===== config.mk =====
export PLATFORM = sky130hd
export DESIGN_NAME = wide_signed_add_sub_compare_unit
export DESIGN_NICKNAME = d
export VERILOG_FILES = /design/src/rtl/wsasc_pkg.sv /design/src/rtl/wsasc_adder.sv /design/src/rtl/wsasc_length.sv /design/src/rtl/wide_signed_add_sub_compare_unit.sv
export SDC_FILE = /design/constraint.sdc
export NUM_CORES = 2
export LEC_CHECK = 0
export BUFFER_PORTS_ARGS = -buffer_cell sky130_fd_sc_hd__buf_2
export CAP_MARGIN = 10
export CORE_MARGIN = 3
export CORE_UTILIZATION = 45
export DETAILED_ROUTE_END_ITERATION = 10
export GPL_TIMING_DRIVEN = 0
export HOLD_SLACK_MARGIN = 0.05
export PLACE_DENSITY = 0.66
export SLEW_MARGIN = 10
export SYNTH_ARGS = -nofsm -noshare
export SYNTH_HDL_FRONTEND = slang
export SYNTH_SLANG_ARGS = --single-unit

===== constraint.sdc =====
create_clock -name clock -period 7.03 [get_ports clock]
set_input_delay 1.406 -clock clock [delete_from_list [all_inputs] [get_ports clock]]
set_output_delay 1.406 -clock clock [all_outputs]
set_load 0.01 [all_outputs]

===== src/rtl/wsasc_pkg.sv =====
// Shared types and constants of the wide signed add, subtract and compare unit.
package wsasc_pkg;

   localparam int unsigned IN_WORD_W  = 64;
   localparam int unsigned OUT_W      = 256;
   localparam int unsigned LEN_OUT_W  = 6;
   localparam int unsigned ORDER_W    = 2;

   typedef enum logic [1:0] {
      OP_ADD = 2'd0,
      OP_SUB = 2'd1,
      OP_NEG = 2'd2,
      OP_CMP = 2'd3
   } opcode_type;

   typedef logic signed [ORDER_W-1:0] order_type;

   localparam order_type ORDER_LESS    = -2'sd1;
   localparam order_type ORDER_EQUAL   = 2'sd0;
   localparam order_type ORDER_GREATER = 2'sd1;

   // Control that travels alongside the data through every stage.
   typedef struct packed {
      logic       valid;
      opcode_type op;
   } stage_ctl_type;

endpackage


===== src/rtl/wsasc_adder.sv =====
// Shared wide adder stage: one carry chain serves add, subtract, negate and compare.
module wsasc_adder #(
   parameter int unsigned DATA_W = 256
) (
   input  logic                      clock,
   input  logic                      reset,
   input  wsasc_pkg::stage_ctl_type  ctl,
   input  logic [DATA_W-1:0]         first_op,
   input  logic [DATA_W-1:0]         second_op,
   output wsasc_pkg::stage_ctl_type  ctl_out,
   output logic [DATA_W:0]           sum_out
);
   import wsasc_pkg::*;

   logic [DATA_W:0] first_ext;
   logic [DATA_W:0] second_ext;
   logic [DATA_W:0] x_in;
   logic [DATA_W:0] y_in;
   logic            carry_in;
   logic [DATA_W:0] sum_in;
   logic [DATA_W:0] sum_ff;
   stage_ctl_type   ctl_in;
   stage_ctl_type   ctl_ff;

   // One extra sign bit makes overflow and the compare sign fall out of the same sum.
   assign first_ext  = {first_op[DATA_W-1], first_op};
   assign second_ext = {second_op[DATA_W-1], second_op};

   always_comb begin
      unique case (ctl.op) inside
         OP_ADD: begin
            x_in     = first_ext;
            y_in     = second_ext;
            carry_in = 1'b0;
         end
         OP_SUB, OP_CMP: begin
            x_in     = first_ext;
            y_in     = ~second_ext;
            carry_in = 1'b1;
         end
         OP_NEG: begin
            x_in     = '0;
            y_in     = ~first_ext;
            carry_in = 1'b1;
         end
      endcase
   end

   assign sum_in = x_in + y_in + {{DATA_W{1'b0}}, carry_in};
   assign ctl_in = ctl;

   always_ff @(posedge clock) begin
      if (reset) begin
         ctl_ff.valid <= 1'b0;
      end else begin
         ctl_ff.valid <= ctl_in.valid;
      end
      ctl_ff.op <= ctl_in.op;
      sum_ff    <= sum_in;
   end

   assign ctl_out = ctl_ff;
   assign sum_out = sum_ff;

endmodule


===== src/rtl/wsasc_length.sv =====
// Result shaping: flags, order and the minimal byte length, over two register stages.
module wsasc_length #(
   parameter int unsigned DATA_W     = 256,
   parameter int unsigned BYTE_COUNT = 32,
   parameter int unsigned LEN_W      = 6
) (
   input  logic                      clock,
   input  logic                      reset,
   input  wsasc_pkg::stage_ctl_type  ctl,
   input  logic [DATA_W:0]           sum,
   output logic                      rsp_valid,
   output logic [DATA_W-1:0]         rsp_result,
   output logic                      rsp_overflow,
   output wsasc_pkg::order_type      rsp_order,
   output logic [LEN_W-1:0]          rsp_length
);
   import wsasc_pkg::*;

   // First stage: per-byte flags.
   logic [DATA_W-1:0]     result_in;
   logic                  overflow_in;
   order_type             order_in;
   logic                  zero_in;
   logic                  neg_in;
   logic [BYTE_COUNT-1:0] differ_in;
   logic [BYTE_COUNT-1:0] extra_in;
   stage_ctl_type         ctl_in;

   logic [DATA_W-1:0]     result_ff;
   logic                  overflow_ff;
   order_type             order_ff;
   logic                  zero_ff;
   logic [BYTE_COUNT-1:0] differ_ff;
   logic [BYTE_COUNT-1:0] extra_ff;
   stage_ctl_type         ctl_ff;

   // Second stage: the leading-byte search and the output register.
   logic [LEN_W-1:0]      top_count;
   logic                  top_extra;
   logic [LEN_W-1:0]      length_in;

   logic                  out_valid_ff;
   opcode_type            out_op_ff;
   logic [DATA_W-1:0]     out_result_ff;
   logic                  out_overflow_ff;
   order_type             out_order_ff;
   logic [LEN_W-1:0]      out_length_ff;

   assign neg_in = sum[DATA_W-1];
   assign ctl_in = ctl;

   always_comb begin
      if (ctl.op == OP_CMP) begin
         result_in   = '0;
         overflow_in = 1'b0;
         zero_in     = 1'b1;
         if (sum == '0) begin
            order_in = ORDER_EQUAL;
         end else if (sum[DATA_W]) begin
            order_in = ORDER_LESS;
         end else begin
            order_in = ORDER_GREATER;
         end
      end else begin
         result_in   = sum[DATA_W-1:0];
         overflow_in = sum[DATA_W] ^ sum[DATA_W-1];
         zero_in     = (sum[DATA_W-1:0] == '0);
         order_in    = ORDER_EQUAL;
      end
   end

   // A byte differs when it is not the pure sign fill; it needs an extra byte above
   // it when its own top bit disagrees with the sign.
   always_comb begin
      for (int i = 0; i < BYTE_COUNT; i++) begin
         differ_in[i] = (result_in[8*i +: 8] != {8{neg_in}});
         extra_in[i]  = (result_in[8*i + 7] != neg_in);
      end
   end

   always_ff @(posedge clock) begin
      if (reset) begin
         ctl_ff.valid <= 1'b0;
      end else begin
         ctl_ff.valid <= ctl_in.valid;
      end
      ctl_ff.op   <= ctl_in.op;
      result_ff   <= result_in;
      overflow_ff <= overflow_in;
      order_ff    <= order_in;
      zero_ff     <= zero_in;
      differ_ff   <= differ_in;
      extra_ff    <= extra_in;
   end

   always_comb begin
      top_count = '0;
      top_extra = 1'b0;
      for (int i = 0; i < BYTE_COUNT; i++) begin
         if (differ_ff[i]) begin
            top_count = LEN_W'(i + 1);
            top_extra = extra_ff[i];
         end
      end
   end

   always_comb begin
      if (zero_ff) begin
         length_in = '0;
      end else if (top_count == '0) begin
         length_in = LEN_W'(1);
      end else if (top_extra) begin
         length_in = top_count + LEN_W'(1);
      end else begin
         length_in = top_count;
      end
   end

   always_ff @(posedge clock) begin
      if (reset) begin
         out_valid_ff <= 1'b0;
      end else begin
         out_valid_ff <= ctl_ff.valid;
      end
      out_op_ff       <= ctl_ff.op;
      out_result_ff   <= result_ff;
      out_overflow_ff <= overflow_ff;
      out_order_ff    <= order_ff;
      out_length_ff   <= length_in;
   end

   assign rsp_valid    = out_valid_ff;
   assign rsp_result   = out_result_ff;
   assign rsp_overflow = out_overflow_ff;
   assign rsp_order    = out_order_ff;
   assign rsp_length   = out_length_ff;

   a_compare_clean: assert property (@(posedge clock) disable iff (reset)
      (out_valid_ff && out_op_ff == OP_CMP) |->
         (out_result_ff == '0 && !out_overflow_ff && out_length_ff == '0))
      else $error("compare item carries a result, overflow or length");

   a_order_only_compare: assert property (@(posedge clock) disable iff (reset)
      (out_valid_ff && out_op_ff != OP_CMP) |-> (out_order_ff == ORDER_EQUAL))
      else $error("order set on an item that is not a compare");

   a_zero_length: assert property (@(posedge clock) disable iff (reset)
      (out_valid_ff && out_op_ff != OP_CMP) |->
         ((out_length_ff == '0) == (out_result_ff == '0)))
      else $error("byte length zero does not match a zero result");

endmodule


===== src/rtl/wide_signed_add_sub_compare_unit.sv =====
// Top level of the wide signed add, subtract, negate and compare unit.
//
//   channel   direction  handshake               payload
//   request   in         start high, busy low    req_opcode, req_first_word*, req_second_word*
//   response  out        rsp_valid for one cycle rsp_sum_word*, rsp_overflow, rsp_order,
//                                                rsp_byte_length
//
// An item accepted at one clock edge passes four register stages: operand capture, the
// shared wide adder, the per-byte flag stage and the leading-byte search feeding the
// output register. It then appears on the response ports for exactly one cycle and is
// taken at the edge that ends that cycle. A new item may be accepted at every edge
// while busy is low.
// Reset is synchronous and clears every valid bit; busy is high while reset is held.
// The receiver cannot stall, so the pipeline never holds and busy is otherwise low.
module wide_signed_add_sub_compare_unit #(
   parameter int unsigned WORD_COUNT = 8
) (
   input  logic                               clock,
   input  logic                               reset,
   input  logic                               start,
   output logic                               busy,
   input  wsasc_pkg::opcode_type              req_opcode,
   input  logic [wsasc_pkg::IN_WORD_W-1:0]    req_first_word0,
   input  logic [wsasc_pkg::IN_WORD_W-1:0]    req_first_word1,
   input  logic [wsasc_pkg::IN_WORD_W-1:0]    req_first_word2,
   input  logic [wsasc_pkg::IN_WORD_W-1:0]    req_first_word3,
   input  logic [wsasc_pkg::IN_WORD_W-1:0]    req_second_word0,
   input  logic [wsasc_pkg::IN_WORD_W-1:0]    req_second_word1,
   input  logic [wsasc_pkg::IN_WORD_W-1:0]    req_second_word2,
   input  logic [wsasc_pkg::IN_WORD_W-1:0]    req_second_word3,
   output logic                               rsp_valid,
   output logic [wsasc_pkg::IN_WORD_W-1:0]    rsp_sum_word0,
   output logic [wsasc_pkg::IN_WORD_W-1:0]    rsp_sum_word1,
   output logic [wsasc_pkg::IN_WORD_W-1:0]    rsp_sum_word2,
   output logic [wsasc_pkg::IN_WORD_W-1:0]    rsp_sum_word3,
   output logic                               rsp_overflow,
   output wsasc_pkg::order_type               rsp_order,
   output logic [wsasc_pkg::LEN_OUT_W-1:0]    rsp_byte_length
);
   import wsasc_pkg::*;

   // The operands are used at WORD_COUNT 32-bit words, with the sign at the top bit.
   localparam int unsigned DATA_W     = WORD_COUNT * 32;
   localparam int unsigned BYTE_COUNT = WORD_COUNT * 4;
   localparam int unsigned LEN_W      = $clog2(BYTE_COUNT + 1);

   logic [OUT_W-1:0]  first_full;
   logic [OUT_W-1:0]  second_full;
   logic              accept;

   stage_ctl_type     ctl_in;
   stage_ctl_type     ctl_ff;
   logic [DATA_W-1:0] first_in;
   logic [DATA_W-1:0] first_ff;
   logic [DATA_W-1:0] second_in;
   logic [DATA_W-1:0] second_ff;

   stage_ctl_type     sum_ctl;
   logic [DATA_W:0]   sum;

   logic [DATA_W-1:0] result;
   logic [LEN_W-1:0]  length;
   logic [OUT_W-1:0]  result_full;

   // Nothing is taken while reset is held, since the reset clears the stage valid bits.
   assign busy   = reset;
   assign accept = start && !busy;

   assign first_full  = {req_first_word3, req_first_word2, req_first_word1, req_first_word0};
   assign second_full = {req_second_word3, req_second_word2, req_second_word1,
                         req_second_word0};

   // Only the used low words are kept; the adder extends them from their own sign bit.
   assign first_in     = first_full[DATA_W-1:0];
   assign second_in    = second_full[DATA_W-1:0];
   assign ctl_in.valid = accept;
   assign ctl_in.op    = req_opcode;

   always_ff @(posedge clock) begin
      if (reset) begin
         ctl_ff.valid <= 1'b0;
      end else begin
         ctl_ff.valid <= ctl_in.valid;
      end
      ctl_ff.op <= ctl_in.op;
      first_ff  <= first_in;
      second_ff <= second_in;
   end

   wsasc_adder #(
      .DATA_W (DATA_W)
   ) u_adder (
      .clock     (clock),
      .reset     (reset),
      .ctl       (ctl_ff),
      .first_op  (first_ff),
      .second_op (second_ff),
      .ctl_out   (sum_ctl),
      .sum_out   (sum)
   );

   wsasc_length #(
      .DATA_W     (DATA_W),
      .BYTE_COUNT (BYTE_COUNT),
      .LEN_W      (LEN_W)
   ) u_length (
      .clock        (clock),
      .reset        (reset),
      .ctl          (sum_ctl),
      .sum          (sum),
      .rsp_valid    (rsp_valid),
      .rsp_result   (result),
      .rsp_overflow (rsp_overflow),
      .rsp_order    (rsp_order),
      .rsp_length   (length)
   );

   // The result leaves sign-extended to the full 256 bits.
   assign result_full     = OUT_W'($signed(result));
   assign rsp_sum_word0   = result_full[1*IN_WORD_W-1 -: IN_WORD_W];
   assign rsp_sum_word1   = result_full[2*IN_WORD_W-1 -: IN_WORD_W];
   assign rsp_sum_word2   = result_full[3*IN_WORD_W-1 -: IN_WORD_W];
   assign rsp_sum_word3   = result_full[4*IN_WORD_W-1 -: IN_WORD_W];
   assign rsp_byte_length = LEN_OUT_W'(length);

   a_item_delivered: assert property (@(posedge clock) disable iff (reset)
      accept |-> ##4 rsp_valid)
      else $error("accepted item did not reach the response ports after four cycles");

   a_no_invented_item: assert property (@(posedge clock) disable iff (reset)
      rsp_valid |-> $past(accept, 4))
      else $error("response strobe without an item accepted four cycles earlier");

endmodule


==> results.md <==
- Status: completed
- IO Port Bufs: 783
- Delay-heaviest family, CP: compound AO/OA/AOI/OAI gates
- Vias in the first global route: 45108
- Clk slew on worst S/H paths: around 0.060 ns
- Final Hold Fails: 0
- Layout cells sized above 1: 0.164
- Syn Nets: 6670
- Vias per Instance: around 5.4
- Synth-to-layout area growth: 20.0%
- WHS: roughly 0.31 ns
- Worst slew pin tran: 1.28 ns
- Top post-synthesis cells by area: dfxtp_1 50%, ha_1 5.8%, and2_1 5.5%, mux2i_1 4.7%, o21ai_0 4.6%
- Finish-stage setup viols: 0
- Distinct cells, synth: between 90 and 100
- Antenna-violating nets left: 0
- EDFF count, synth: 0
- RSZ-0062 raised after global routing: yes
- Crit. End Element: flip-flop
- Placed Cells: slightly above 8000
- DRC: 0
- CP max FO: 8
- Post-Layout Cell Count: around 8600
- Yosys top cell area share: 0.495
- Post-synthesis area per instance: roughly 9.4 um^2
- Final setup skew: 0.0333 ns
- Clock sinks: 1366
- Ys Warns: 0
- Maximum vdd ir drop: ~350 uV
- Synth Register Bits: around 1400
- CTS tree: built
- Largest area contributor in the netlist: dfxtp_1
- Power per cell area: 347 nW/um^2
- Leakage: between 20 and 30 nW
- Ys async rst share: 0
- Slew margin rel.: 0.148
- Max-slew violations: 0
- Core footprint: roughly 120000 um^2
- DIE WIDTH: between 300 and 400 um
- Minimum clock period: between 6 and 7 ns
- Wire per inst: roughly 23 um
- CTS buffer count: 140
- CP max-delay cell: dfxtp_2
- Grt total ovfl: 0
- GP Congestion: 0.962
- Detailed Route WL: between 150000 and 200000 um
- Fin crit share: 0.983
- Initial Utilization: 0.457
- First-pass GRT wire length: ~280000 um
- # IOs: 784
- Number of max-cap violations: 0
- Mapped Cells: 5896
- Largest buffer count on any clock path: 3
- CP Cell Sequence: buf_2 -> buf_8 -> mux2_2 -> fa_1 -> fa_1 -> nand2b_1 -> a21o_1 -> a31o_1 -> a22oi_2 -> o31a_2 -> a311o_2 -> nand3_2 -> o21ai_4 -> buf_12 -> buf_4 -> a21oi_1 -> o21ai_1 -> and3_1 -> a211oi_1 -> o21ai_1 -> a41oi_1 -> o31a_1 -> o31ai_1 -> xor2_1
- Initial antenna violation count: 10
- Vias: between 40000 and 50000
- Worst setup SP type: flip-flop
- Fmax: around 140 MHz
- DR pass1 iterations: 5
- Hold crit path type: reg -> reg
- Crit-path max cell delay: roughly 0.51 ns
- Row count: approximately 130
- Hold buffers post-CTS: 0
- Bufs and invs on worst path: 4
- Post-DP HPWL: 160000 um
- Critical path class: reg -> reg
- Sequential cell area fraction in the yosys report: 0.495
- H-Tree Depth: 4
- Critical Path AT: about 7.6 ns
- Die area: 127000 um^2
- Die height: around 360 um
- Largest net degree at the start of global routing: 17
- Req. time, crit path: 7.70 ns
- Detailed Route Iter0 Violations: ~3600
- Root Buffer: clkbuf_16
- Syn Std Cell Area: around 55000 um^2
- Worst-Skew Late Latency: between 0.7 and 0.8 ns
- Gr usage total: 0.297
- Nets: 7607
- Main synth FF type: dfxtp_1
[per-layer routing]
| metal | routed length [um] | up-vias | part of all wire | global-route usage |
|---|---|---|---|---|
| li1 | - | 22424 | - | - |
| met1 | 86300 | 21873 | 0.44 | 0.396 |
| met2 | 89100 | 1674 | 0.46 | 0.483 |
| met3 | 13000 | 296 | 0.067 | 0.0521 |
| met4 | 7110 | 0 | 0.036 | 0.105 |
| met5 | 0 | - | 0 | 0 |
[cells by family after synthesis]
| family | after synthesis | synth area share |
|---|---|---|
| simple gates | 1908 | 0.173 |
| compound gates | 1425 | 0.153 |
| xor+xnor | 288 | 0.0457 |
| buf+inv | 392 | 0.0269 |
| fa+ha+maj | 257 | 0.0585 |
| flops | 1366 | 0.495 |
| mux | 260 | 0.0471 |
[cells in the mapped netlist (11+ instances only)]
cell	count
a211oi_1	12
a21boi_0	18
a21o_1	104
a21oi_1	467
a22o_1	33
a31oi_1	31
and2_1	488
and3_1	12
buf_1	12
clkbuf_1	237
dfxtp_1	1366
ha_1	255
inv_1	132
mux2i_1	259
nand2_1	653
nand2b_1	15
nand3_1	29
nand4_1	187
nor2_1	284
nor2b_1	24
nor3_1	64
nor4_1	90
o211ai_1	12
o21a_1	35
o21ai_0	510
o21ai_1	18
o21bai_1	78
o31ai_1	17
or2_2	11
or3_1	14
xnor2_1	187
xor2_1	101
[placed cells by master (no fill, tap or decap), types with 11 or more instances in the layout]
cell	n
inv_1	132
clkinvlp_4	12
o21a_1	35
xnor2_1	187
buf_2	796
nor2_1	284
clkbuf_1	229
a31oi_1	28
mux2i_1	259
ha_1	255
xor2_1	101
and2_1	487
a22o_1	33
buf_4	12
clkbuf_2	23
o21bai_1	77
nor4_1	89
a21boi_0	17
clkinv_2	16
nor3_1	61
nor2b_1	24
and3_1	12
o31ai_1	15
nand2b_1	15
or3_1	14
dfxtp_1	1364
bufinv_16	11
o21ai_1	18
o211ai_1	12
nand3_1	29
a21o_1	104
or2_2	11
a211oi_1	12
o21ai_0	508
clkbuf_16	143
clkbuf_8	19
nand2_1	653
a21oi_1	466
nand4_1	187
[layout make-up]
type	count	area (um^2)
Tap cell	1612	2020
Clock buffer	185	3910
Inverter	132	495
Antenna cell	4	10.0
Sequential cell	1366	27400
Buffer	258	1080
Clock inverter	65	802
Timing Repair Buffer	797	4040
Multi-Input combinational cell	4138	26600
Fill cell	11017	54700
[timing repair]
action | in CTS | in global routing
cloned | 0 | 0
endpoints found under the setup margin | 221 | 31
gates resized for setup | 50 | 33
pin swaps | 4 | 6
hold endpoints to repair | 0 | 0
setup buffers | 8 | 4
[final timing paths]
check	slack, ns	endpoint	cells past startpoint	startpoint
setup reg to reg	0.12	u_adder.sum_out[186]$_DFF_P_	24	ctl_ff[0]$_DFF_P_
setup / recovery	0.12	u_adder.sum_out[186]$_DFF_P_	24	ctl_ff[0]$_DFF_P_
hold / removal	0.31	u_length.rsp_result[221]$_DFF_P_	0	u_length.result_ff[221]$_DFF_P_
hold reg to reg	0.31	u_length.rsp_result[221]$_DFF_P_	0	u_length.result_ff[221]$_DFF_P_
[where the power goes]
group / internal, mW / switching (mW)
clock network: 4.37 / 3.17
registers: 9.45 / 1.00
logic: 1.91 / 3.12
total: 15.7 / 7.28
[sequential cells by signal, indices dropped and copies added (netlist names), 2 cells and up]
register,count
u_adder.sum_out,257
u_length.extra_ff,32
u_adder.ctl_out,3
u_length.rsp_order,2
u_length.rsp_result,256
u_length.rsp_length,6
ctl_ff,3
u_length.result_ff,256
first_ff,256
u_length.differ_ff,32
second_ff,256
u_length.order_ff,2
[worst reg2reg max path, cell delays in order, from the launching register on]
cell and delay (ns):
dfxtp_2 0.51, buf_2 0.34, buf_8 0.20, mux2_2 0.37, fa_1 0.50, fa_1 0.44, nand2b_1 0.19, a21o_1 0.19
a31o_1 0.25, a22oi_2 0.23, o31a_2 0.23, a311o_2 0.24, nand3_2 0.19, o21ai_4 0.21, buf_12 0.14, buf_4 0.13
a21oi_1 0.12, o21ai_1 0.28, and3_1 0.20, a211oi_1 0.07, o21ai_1 0.36, a41oi_1 0.38, o31a_1 0.50, o31ai_1 0.33
xor2_1 0.21
[per-stage QoR]
step,setup WS (ns),area [um^2],utilization,total power [mW],TNS [ns]
2_1_floorplan,0.987,55200,-,13.2,0
3_3_place_gp,-4.39,61200,0.506,15.5,-508.35
3_5_place_dp,-3.91,61200,0.506,15.5,-356.57
4_1_cts,0.0210,66100,0.547,23.1,0
5_1_grt,-0.0510,66300,0.548,24.0,-0.0654
6_report,0.121,66300,0.548,23.0,0
Power figures use the tool's default switching activity.
